[config.mk]
export PLATFORM = sky130hd
export DESIGN_NAME = sm4_block_encrypt_core_flat
export DESIGN_NICKNAME = d
export VERILOG_FILES = /design/src/hw/rtl/sm4_pkg.sv /design/src/hw/rtl/sm4_if.sv /design/src/hw/rtl/sm4_round.sv /design/src/hw/rtl/sm4_block_encrypt_core.sv /design/src/flat_wrapper.sv
export SDC_FILE = /design/constraint.sdc
export NUM_CORES = 2
export LEC_CHECK = 0
export BUFFER_PORTS_ARGS = -buffer_cell sky130_fd_sc_hd__clkbuf_2
export CAP_MARGIN = 20
export CORE_MARGIN = 3
export CORE_UTILIZATION = 33
export DETAILED_ROUTE_END_ITERATION = 7
export PLACE_DENSITY = 0.47
export SKIP_CTS_REPAIR_TIMING = 1
export SLEW_MARGIN = 20
export SYNTH_ARGS = -nofsm -noshare
export SYNTH_HDL_FRONTEND = slang
export SYNTH_HIERARCHICAL = 1
export SYNTH_SLANG_ARGS = --single-unit
export TNS_END_PERCENT = 1
[constraint.sdc]
create_clock -name clk -period 7.2 [get_ports clk]
set_input_delay 1.44 -clock clk [delete_from_list [all_inputs] [get_ports clk]]
set_output_delay 1.44 -clock clk [all_outputs]
set_load 0.05 [all_outputs]
[src/hw/rtl/sm4_pkg.sv]
// Package for the SM4 block encryption core: word types, S-box, FK words,
// and the round helper functions. No dependencies.
`default_nettype none

package sm4_pkg;

	localparam int HALF_W    = 64;
	localparam int CFG_IDX_W = 2;
	localparam int CFG_DATA_W = 64;
	localparam int RND_W     = 5;

	typedef logic [31:0] word_t;
	typedef logic [3:0][31:0] quad_t;

	localparam logic [CFG_IDX_W-1:0] REG_KEY_HIGH = 2'd0;
	localparam logic [CFG_IDX_W-1:0] REG_KEY_LOW  = 2'd1;

	localparam logic [7:0] SBOX [256] = '{
		8'hD6,8'h90,8'hE9,8'hFE,8'hCC,8'hE1,8'h3D,8'hB7,8'h16,8'hB6,8'h14,8'hC2,8'h28,8'hFB,8'h2C,8'h05,
		8'h2B,8'h67,8'h9A,8'h76,8'h2A,8'hBE,8'h04,8'hC3,8'hAA,8'h44,8'h13,8'h26,8'h49,8'h86,8'h06,8'h99,
		8'h9C,8'h42,8'h50,8'hF4,8'h91,8'hEF,8'h98,8'h7A,8'h33,8'h54,8'h0B,8'h43,8'hED,8'hCF,8'hAC,8'h62,
		8'hE4,8'hB3,8'h1C,8'hA9,8'hC9,8'h08,8'hE8,8'h95,8'h80,8'hDF,8'h94,8'hFA,8'h75,8'h8F,8'h3F,8'hA6,
		8'h47,8'h07,8'hA7,8'hFC,8'hF3,8'h73,8'h17,8'hBA,8'h83,8'h59,8'h3C,8'h19,8'hE6,8'h85,8'h4F,8'hA8,
		8'h68,8'h6B,8'h81,8'hB2,8'h71,8'h64,8'hDA,8'h8B,8'hF8,8'hEB,8'h0F,8'h4B,8'h70,8'h56,8'h9D,8'h35,
		8'h1E,8'h24,8'h0E,8'h5E,8'h63,8'h58,8'hD1,8'hA2,8'h25,8'h22,8'h7C,8'h3B,8'h01,8'h21,8'h78,8'h87,
		8'hD4,8'h00,8'h46,8'h57,8'h9F,8'hD3,8'h27,8'h52,8'h4C,8'h36,8'h02,8'hE7,8'hA0,8'hC4,8'hC8,8'h9E,
		8'hEA,8'hBF,8'h8A,8'hD2,8'h40,8'hC7,8'h38,8'hB5,8'hA3,8'hF7,8'hF2,8'hCE,8'hF9,8'h61,8'h15,8'hA1,
		8'hE0,8'hAE,8'h5D,8'hA4,8'h9B,8'h34,8'h1A,8'h55,8'hAD,8'h93,8'h32,8'h30,8'hF5,8'h8C,8'hB1,8'hE3,
		8'h1D,8'hF6,8'hE2,8'h2E,8'h82,8'h66,8'hCA,8'h60,8'hC0,8'h29,8'h23,8'hAB,8'h0D,8'h53,8'h4E,8'h6F,
		8'hD5,8'hDB,8'h37,8'h45,8'hDE,8'hFD,8'h8E,8'h2F,8'h03,8'hFF,8'h6A,8'h72,8'h6D,8'h6C,8'h5B,8'h51,
		8'h8D,8'h1B,8'hAF,8'h92,8'hBB,8'hDD,8'hBC,8'h7F,8'h11,8'hD9,8'h5C,8'h41,8'h1F,8'h10,8'h5A,8'hD8,
		8'h0A,8'hC1,8'h31,8'h88,8'hA5,8'hCD,8'h7B,8'hBD,8'h2D,8'h74,8'hD0,8'h12,8'hB8,8'hE5,8'hB4,8'hB0,
		8'h89,8'h69,8'h97,8'h4A,8'h0C,8'h96,8'h77,8'h7E,8'h65,8'hB9,8'hF1,8'h09,8'hC5,8'h6E,8'hC6,8'h84,
		8'h18,8'hF0,8'h7D,8'hEC,8'h3A,8'hDC,8'h4D,8'h20,8'h79,8'hEE,8'h5F,8'h3E,8'hD7,8'hCB,8'h39,8'h48
	};

	localparam word_t FK [4] = '{32'hA3B1BAC6, 32'h56AA3350, 32'h677D9197, 32'hB27022DC};

	function automatic word_t subst(word_t v);
		return {SBOX[v[31:24]], SBOX[v[23:16]], SBOX[v[15:8]], SBOX[v[7:0]]};
	endfunction

	function automatic word_t rotl(word_t v, int unsigned n);
		return (v << n) | (v >> (32 - n));
	endfunction

	function automatic word_t lin_data(word_t b);
		return b ^ rotl(b, 2) ^ rotl(b, 10) ^ rotl(b, 18) ^ rotl(b, 24);
	endfunction

	function automatic word_t lin_key(word_t b);
		return b ^ rotl(b, 13) ^ rotl(b, 23);
	endfunction

	// Byte j of CK word i is ((4*i + j) * 7) mod 256, most significant byte first.
	function automatic word_t ck_word(logic [RND_W-1:0] i);
		word_t w;
		logic [7:0] idx;
		int j;
		w = '0;
		for (j = 0; j < 4; j++) begin
			idx = {1'b0, i, 2'(j)};
			w = {w[23:0], 8'(idx * 8'd7)};
		end
		return w;
	endfunction

endpackage

`default_nettype wire

[src/hw/rtl/sm4_if.sv]
// Valid/ready stream interfaces for the plaintext and ciphertext channels.
// Depends on sm4_pkg for the field width.
`default_nettype none

interface sm4_in_if;
	import sm4_pkg::*;
	logic              valid;
	logic              ready;
	logic [HALF_W-1:0] plain_high;
	logic [HALF_W-1:0] plain_low;
	modport source (output valid, plain_high, plain_low, input ready);
	modport sink (input valid, plain_high, plain_low, output ready);
endinterface

interface sm4_out_if;
	import sm4_pkg::*;
	logic              valid;
	logic              ready;
	logic [HALF_W-1:0] cipher_high;
	logic [HALF_W-1:0] cipher_low;
	modport source (output valid, cipher_high, cipher_low, input ready);
	modport sink (input valid, cipher_high, cipher_low, output ready);
endinterface

`default_nettype wire

[src/hw/rtl/sm4_round.sv]
// Shared SM4 round function used for both key expansion and encryption.
// Depends on sm4_pkg for the S-box and the two linear transforms.
`default_nettype none

module sm4_round (
	input  sm4_pkg::quad_t w,
	input  sm4_pkg::word_t rk,
	input  logic           key_mode,
	output sm4_pkg::word_t nx
);
	import sm4_pkg::*;

	word_t mix;
	word_t sub;

	assign mix = w[1] ^ w[2] ^ w[3] ^ rk;
	assign sub = subst(mix);
	assign nx  = w[0] ^ (key_mode ? lin_key(sub) : lin_data(sub));

endmodule

`default_nettype wire

[src/hw/rtl/sm4_block_encrypt_core.sv]
// SM4 block encryption core: key registers, round key store and sequencer
// around one shared round unit. Depends on sm4_pkg, sm4_if and sm4_round.
//
// channel   | dir | transfer carries
// ----------+-----+------------------------------------------
// blk_in    | in  | plain_high, plain_low (X0..X3)
// blk_out   | out | cipher_high, cipher_low (X35..X32)
// cfg       | in  | cfg_wr_en, cfg_idx, cfg_wdata (key halves)
//
// A block is loaded on its input transfer, runs 32 rounds through the single
// round unit, and is written to the output register before blk_in is ready
// for the next one. After reset and after each key write, key expansion (a
// load step and 32 rounds) runs on the same round unit before blk_in is ready.
// A result waiting on blk_out holds the next finished block until it is taken.
`default_nettype none

module sm4_block_encrypt_core (
	input  logic                               clk,
	input  logic                               arst_n,
	input  logic                               cfg_wr_en,
	input  logic [sm4_pkg::CFG_IDX_W-1:0]      cfg_idx,
	input  logic [sm4_pkg::CFG_DATA_W-1:0]     cfg_wdata,
	sm4_in_if.sink                             blk_in,
	sm4_out_if.source                          blk_out
);
	import sm4_pkg::*;

	localparam logic [2:0] ST_KLOAD = 3'd0;
	localparam logic [2:0] ST_KEXP  = 3'd1;
	localparam logic [2:0] ST_IDLE  = 3'd2;
	localparam logic [2:0] ST_DATA  = 3'd3;
	localparam logic [2:0] ST_DRAIN = 3'd4;

	logic [2:0]        state_q;
	logic [RND_W-1:0]  rnd_q;
	logic [HALF_W-1:0] key_high_q;
	logic [HALF_W-1:0] key_low_q;
	quad_t             words_q;
	word_t             rk_q [32];
	logic              out_valid_q;
	logic [HALF_W-1:0] cipher_high_q;
	logic [HALF_W-1:0] cipher_low_q;

	logic  key_wr;
	logic  in_xfer;
	logic  out_free;
	logic  last_rnd;
	logic  key_mode;
	word_t rk_sel;
	word_t nx;

	assign key_wr   = cfg_wr_en && (cfg_idx == REG_KEY_HIGH || cfg_idx == REG_KEY_LOW);
	assign in_xfer  = blk_in.valid && blk_in.ready;
	assign out_free = !out_valid_q || blk_out.ready;
	assign last_rnd = (rnd_q == RND_W'(31));
	assign key_mode = (state_q == ST_KEXP);
	assign rk_sel   = key_mode ? ck_word(rnd_q) : rk_q[rnd_q];

	assign blk_in.ready        = (state_q == ST_IDLE) && !key_wr;
	assign blk_out.valid       = out_valid_q;
	assign blk_out.cipher_high = cipher_high_q;
	assign blk_out.cipher_low  = cipher_low_q;

	sm4_round u_round (
		.w        (words_q),
		.rk       (rk_sel),
		.key_mode (key_mode),
		.nx       (nx)
	);

	always_ff @(posedge clk or negedge arst_n) begin
		if (!arst_n) begin
			state_q     <= ST_KLOAD;
			rnd_q       <= '0;
			key_high_q  <= '0;
			key_low_q   <= '0;
			out_valid_q <= 1'b0;
		end else begin
			if (key_wr) begin
				if (cfg_idx == REG_KEY_HIGH) begin
					key_high_q <= cfg_wdata;
				end else begin
					key_low_q <= cfg_wdata;
				end
			end

			if (state_q == ST_DRAIN && out_free) begin
				out_valid_q <= 1'b1;
			end else if (blk_out.ready) begin
				out_valid_q <= 1'b0;
			end

			if (key_wr) begin
				state_q <= ST_KLOAD;
				rnd_q   <= '0;
			end else begin
				unique case (state_q)
					ST_KLOAD: begin
						state_q <= ST_KEXP;
						rnd_q   <= '0;
					end
					ST_KEXP: begin
						rnd_q <= rnd_q + RND_W'(1);
						if (last_rnd) begin
							state_q <= ST_IDLE;
						end
					end
					ST_IDLE: begin
						if (in_xfer) begin
							state_q <= ST_DATA;
							rnd_q   <= '0;
						end
					end
					ST_DATA: begin
						rnd_q <= rnd_q + RND_W'(1);
						if (last_rnd) begin
							state_q <= ST_DRAIN;
						end
					end
					ST_DRAIN: begin
						if (out_free) begin
							state_q <= ST_IDLE;
						end
					end
					default: begin
						state_q <= ST_KLOAD;
					end
				endcase
			end
		end
	end

	always_ff @(posedge clk) begin
		unique case (state_q)
			ST_KLOAD: begin
				words_q <= {key_low_q[31:0] ^ FK[3], key_low_q[63:32] ^ FK[2],
					key_high_q[31:0] ^ FK[1], key_high_q[63:32] ^ FK[0]};
			end
			ST_KEXP: begin
				rk_q[rnd_q] <= nx;
				words_q     <= {nx, words_q[3:1]};
			end
			ST_IDLE: begin
				if (in_xfer) begin
					words_q <= {blk_in.plain_low[31:0], blk_in.plain_low[63:32],
						blk_in.plain_high[31:0], blk_in.plain_high[63:32]};
				end
			end
			ST_DATA: begin
				words_q <= {nx, words_q[3:1]};
			end
			ST_DRAIN: begin
				if (out_free) begin
					cipher_high_q <= {words_q[3], words_q[2]};
					cipher_low_q  <= {words_q[1], words_q[0]};
				end
			end
			default: begin
				words_q <= words_q;
			end
		endcase
	end

endmodule

`default_nettype wire

[src/flat_wrapper.sv]
// flat-port wrapper written by rule: the top's interface ports become plain ports
module sm4_block_encrypt_core_flat import sm4_pkg::*;
  (clk, arst_n, cfg_wr_en, cfg_idx, cfg_wdata, blk_in_valid, blk_in_plain_high, blk_in_plain_low, blk_in_ready, blk_out_valid, blk_out_cipher_high, blk_out_cipher_low, blk_out_ready);
  sm4_in_if blk_in_i ();
  sm4_out_if blk_out_i ();
  input  logic clk;
  input  logic arst_n;
  input  logic cfg_wr_en;
  input  logic [sm4_pkg::CFG_IDX_W-1:0] cfg_idx;
  input  logic [sm4_pkg::CFG_DATA_W-1:0] cfg_wdata;
  input wire logic [$bits(blk_in_i.valid)-1:0] blk_in_valid;
  input wire logic [$bits(blk_in_i.plain_high)-1:0] blk_in_plain_high;
  input wire logic [$bits(blk_in_i.plain_low)-1:0] blk_in_plain_low;
  output wire logic [$bits(blk_in_i.ready)-1:0] blk_in_ready;
  output wire logic [$bits(blk_out_i.valid)-1:0] blk_out_valid;
  output wire logic [$bits(blk_out_i.cipher_high)-1:0] blk_out_cipher_high;
  output wire logic [$bits(blk_out_i.cipher_low)-1:0] blk_out_cipher_low;
  input wire logic [$bits(blk_out_i.ready)-1:0] blk_out_ready;
  assign blk_in_i.valid = blk_in_valid;
  assign blk_in_i.plain_high = blk_in_plain_high;
  assign blk_in_i.plain_low = blk_in_plain_low;
  assign blk_in_ready = blk_in_i.ready;
  assign blk_out_valid = blk_out_i.valid;
  assign blk_out_cipher_high = blk_out_i.cipher_high;
  assign blk_out_cipher_low = blk_out_i.cipher_low;
  assign blk_out_i.ready = blk_out_ready;
  sm4_block_encrypt_core u_core (.clk(clk), .arst_n(arst_n), .cfg_wr_en(cfg_wr_en), .cfg_idx(cfg_idx), .cfg_wdata(cfg_wdata), .blk_in(blk_in_i), .blk_out(blk_out_i));
endmodule
==> flow_summary.json <==
{
  "via_count": 56100,
  "syn_to_final_growth_pct": 22.9,
  "critical-path-top-cell-by-count": "sky130_fd_sc_hd__buf_12",
  "synth_simple_gate_area_share_pct": 6.97,
  "drt_wl_total_mm": 338,
  "synth_compound_gate_area_share_pct": 14.8,
  "synth.lib_cells_used.distinct": 105,
  "critical_path_arrival_ps": 7760,
  "timing.setup.tns_ps": 0,
  "worstPathCellList": "buf_12, and2_2, buf_12, a221oi_1, o21ai_1, o2111ai_1, o211a_1, xor2_2, xnor2_2, nand2_1, a21boi_0, nor4_2, a21oi_1, a32oi_1, a221o_1, buf_12, xor2_1, xnor2_1, o21ai_2, buf_4, xor2_2, a22oi_1, o21ai_0",
  "synth_seq_area_share_pct": 58.3,
  "clkLatencyLatePin_ps": 830,
  "die-height_um": 473,
  "drive_gt1_share_pct": 28.6,
  "post_layout_nonfiller_instances": 9409,
  "route.detailed.wl_per_inst_um": 35.9,
  "netlist_top_cells_area": "sky130_fd_sc_hd__edfxtp_1, sky130_fd_sc_hd__mux4_2, sky130_fd_sc_hd__dfrtp_1, sky130_fd_sc_hd__mux2i_1, sky130_fd_sc_hd__nand2_1",
  "start_util_pct": 33.3,
  "timing.critical_path.fanout_max": 36,
  "dpl.hpwl_mm": 237,
  "post-place-cells": 9091,
  "fp.dieW_um": 473,
  "end_kind": "flop",
  "cp_slowest_cell": "sky130_fd_sc_hd__xnor2_2",
  "timing_max_transition_violations_final": 0,
  "ctsLongestPathBuffers": 3,
  "route.detailed.drc": 0,
  "synthesis.area_mm2": 0.0718,
  "antenna_found_initial": 23,
  "outcome": "complete, no violations",
  "detail_route.first_pass.iterations": 8,
  "fin_crit_sh_pct": 98.5,
  "synth.area.mux_share_pct": 11.3,
  "yosysWarningCount": 6,
  "synth-edff-count": 1280,
  "post-place-ws_ps": -228,
  "syn-mean-instance-area_um2": 12.8,
  "final_nets": 6688,
  "clock.fmax_mhz": 141,
  "starting_drt_drc_count": 6253,
  "mostFrequentLayoutCells": "sky130_fd_sc_hd__edfxtp_1, sky130_fd_sc_hd__buf_4, sky130_fd_sc_hd__nand2_1, sky130_fd_sc_hd__nor2_1, sky130_fd_sc_hd__clkbuf_2",
  "grt_util_all_layers_pct": 29.5,
  "critical-path-max-stage-delay_ps": 750,
  "synth.net_count": 5866,
  "minimum_clock_period_ps": 7090,
  "worst_slew_margin_rel_pct": 25.1,
  "netlist.top_cell.by_area": "sky130_fd_sc_hd__edfxtp_1",
  "maxCapViolCount": 0,
  "grt.overflow.total": 0,
  "timing.final.setup_violations": 0,
  "start_kind": "flop",
  "cts_made_buffers": 158,
  "min-delay-path-class": "reg -> reg",
  "setup_repair_after_global_routing_missed_its_margin": "true",
  "tritoncts": "done",
  "synth_adder_area_share_pct": 1.22,
  "synth_xor_xnor_area_share_pct": 3.90,
  "vias_in_the_first_global_route": 55200,
  "ff_latch_count_synth": 1417,
  "die_area_mm2": 0.223,
  "synth_top_area_share_pct": 53.5,
  "grt_max_degree": 139,
  "fin_util_pct": 41.0,
  "grt_first_pass_wirelength_mm": 464,
  "n_fill_cell": 20400,
  "io_pins": 329,
  "setup_crit_path_kind": "reg -> reg",
  "clock_tree.root_cell": "sky130_fd_sc_hd__clkbuf_16",
  "dominantRegCellSynth": "sky130_fd_sc_hd__edfxtp_1",
  "cts.sinks": 1417,
  "viasPerCell": 5.96,
  "ant_nets": 0,
  "cts-htree-levels": 4,
  "globalplace.congestion": 1.02,
  "coreArea_mm2": 0.215,
  "layout_commonest_cell": "sky130_fd_sc_hd__edfxtp_1",
  "fp-row-count": 170,
  "critPathRequiredTime_ps": 7870,
  "setup_ws_ps": 109,
  "port-buffer-count": 328,
  "report.final.hold_viol_count": 0,
  "fin_skew_ps": 52.8,
  "clk_transition_reported_paths_ps": 70,
  "synthCells": 5601,
  "asyncSetResetFlopFracSynth_pct": 9.67,
  "timing_worst_slew_pin_value_ps": 1110,
  "synth_top_family_by_area": "compound AO/OA/AOI/OAI gates"
}
-- sequential cells by signal (all words and copies together), names as in the netlist --
register,cells
u_core/rnd_q,5
u_core/rk_q,1024
u_core/blk_out.cipher_low,64
u_core/key_high_q,64
u_core/state_q,3
u_core/blk_out.valid,1
u_core/key_low_q,64
u_core/blk_out.cipher_high,64
u_core/words_q,128
-- synth_stat cells (35+ instances only) --
| library cell | instances |
|---|---|
| sky130_fd_sc_hd__a31oi_1 | 69 |
| sky130_fd_sc_hd__o22ai_1 | 128 |
| sky130_fd_sc_hd__o311ai_0 | 38 |
| sky130_fd_sc_hd__nand2_1 | 459 |
| sky130_fd_sc_hd__ha_1 | 59 |
| sky130_fd_sc_hd__o221ai_1 | 49 |
| sky130_fd_sc_hd__mux2_2 | 140 |
| sky130_fd_sc_hd__nand3_1 | 102 |
| sky130_fd_sc_hd__o211ai_1 | 59 |
| sky130_fd_sc_hd__o21ai_1 | 62 |
| sky130_fd_sc_hd__edfxtp_1 | 1280 |
| sky130_fd_sc_hd__inv_1 | 35 |
| sky130_fd_sc_hd__o21ai_0 | 243 |
| sky130_fd_sc_hd__mux4_2 | 164 |
| sky130_fd_sc_hd__a311oi_1 | 50 |
| sky130_fd_sc_hd__nor3_1 | 88 |
| sky130_fd_sc_hd__a21oi_1 | 221 |
| sky130_fd_sc_hd__dfrtp_1 | 137 |
| sky130_fd_sc_hd__a221oi_1 | 55 |
| sky130_fd_sc_hd__mux2i_1 | 283 |
| sky130_fd_sc_hd__nor2_1 | 406 |
| sky130_fd_sc_hd__a22oi_1 | 222 |
| sky130_fd_sc_hd__buf_2 | 153 |
| sky130_fd_sc_hd__xnor2_1 | 177 |
| sky130_fd_sc_hd__clkbuf_1 | 236 |
| sky130_fd_sc_hd__xor2_1 | 109 |
| sky130_fd_sc_hd__a211oi_1 | 56 |
-- area by class of cell --
cell class / count / area [µm²] / area share (%)
flip-flops and latches: 1417 / 41900 / 47.5
multi-input cells: 3650 / 28400 / 32.2
repair buffers: 1145 / 9060 / 10.3
clock buffers: 206 / 4180 / 4.73
well taps: 2838 / 3550 / 4.02
clock inverters: 89 / 955 / 1.08
inverters: 51 / 205 / 0.232
diodes: 13 / 32.5 / 0.0369
-- worst paths after layout --
check / cells past startpoint / startpoint / endpoint / slack [ps]
setup / recovery: 23 / u_core/rnd_q[1] / u_core/words_q[120] / 110
max in group asynchronous: 2 / arst_n / u_core/key_low_q[48] / 5410
hold reg to reg: 0 / u_core/words_q[25] / u_core/blk_out.cipher_low[25] / 440
hold / removal: 0 / u_core/words_q[25] / u_core/blk_out.cipher_low[25] / 440
setup reg to reg: 23 / u_core/rnd_q[1] / u_core/words_q[120] / 110
min in group asynchronous: 1 / arst_n / u_core/key_high_q[59] / 570
-- worst max-delay path: cells and delay by family, from the launching register on --
family                 cells  cell delay (ps)
AO/OA/AOI/OAI             11             2940
flip-flops                 1              650
XOR/XNOR                   5             1560
buffers and inverters      4              830
AND/OR/NAND/NOR            3              830
-- per-layer routing --
| layer | track usage (%) | vias to the layer above | routed length (µm) |
|---|---|---|---|
| li1 | - | 23600 | - |
| met2 | 47.6 | 2715 | 158000 |
| met1 | 39.8 | 29200 | 141000 |
| met4 | 11.9 | 0 | 15300 |
| met5 | 0 | - | 0 |
| met3 | 4.52 | 578 | 22500 |
-- stage by stage --
stage | hold WS, ps | cell area (µm²)
4_1_cts | 442 | 88000
6_report | 438 | 88300
3_3_place_gp | 474 | 82800
2_1_floorplan | 448 | 71900
5_1_grt | 455 | 88300
3_5_place_dp | 476 | 82800
-- cell families (layout without fill, tap and decap cells) --
group                    Yosys count  count (layout)
other                              0              13
AND/OR/NAND/NOR                 1178            1178
buffers and inverters            534            1491
AO/OA/AOI/OAI                   1516            1516
multiplexers                     587             587
XOR/XNOR                         303             303
adder cells (fa/ha/maj)           66              66
flip-flops                      1417            1417
Power is not shown: default switching activity piles up to over one toggle a cycle in this logic, so the estimate is an artifact.
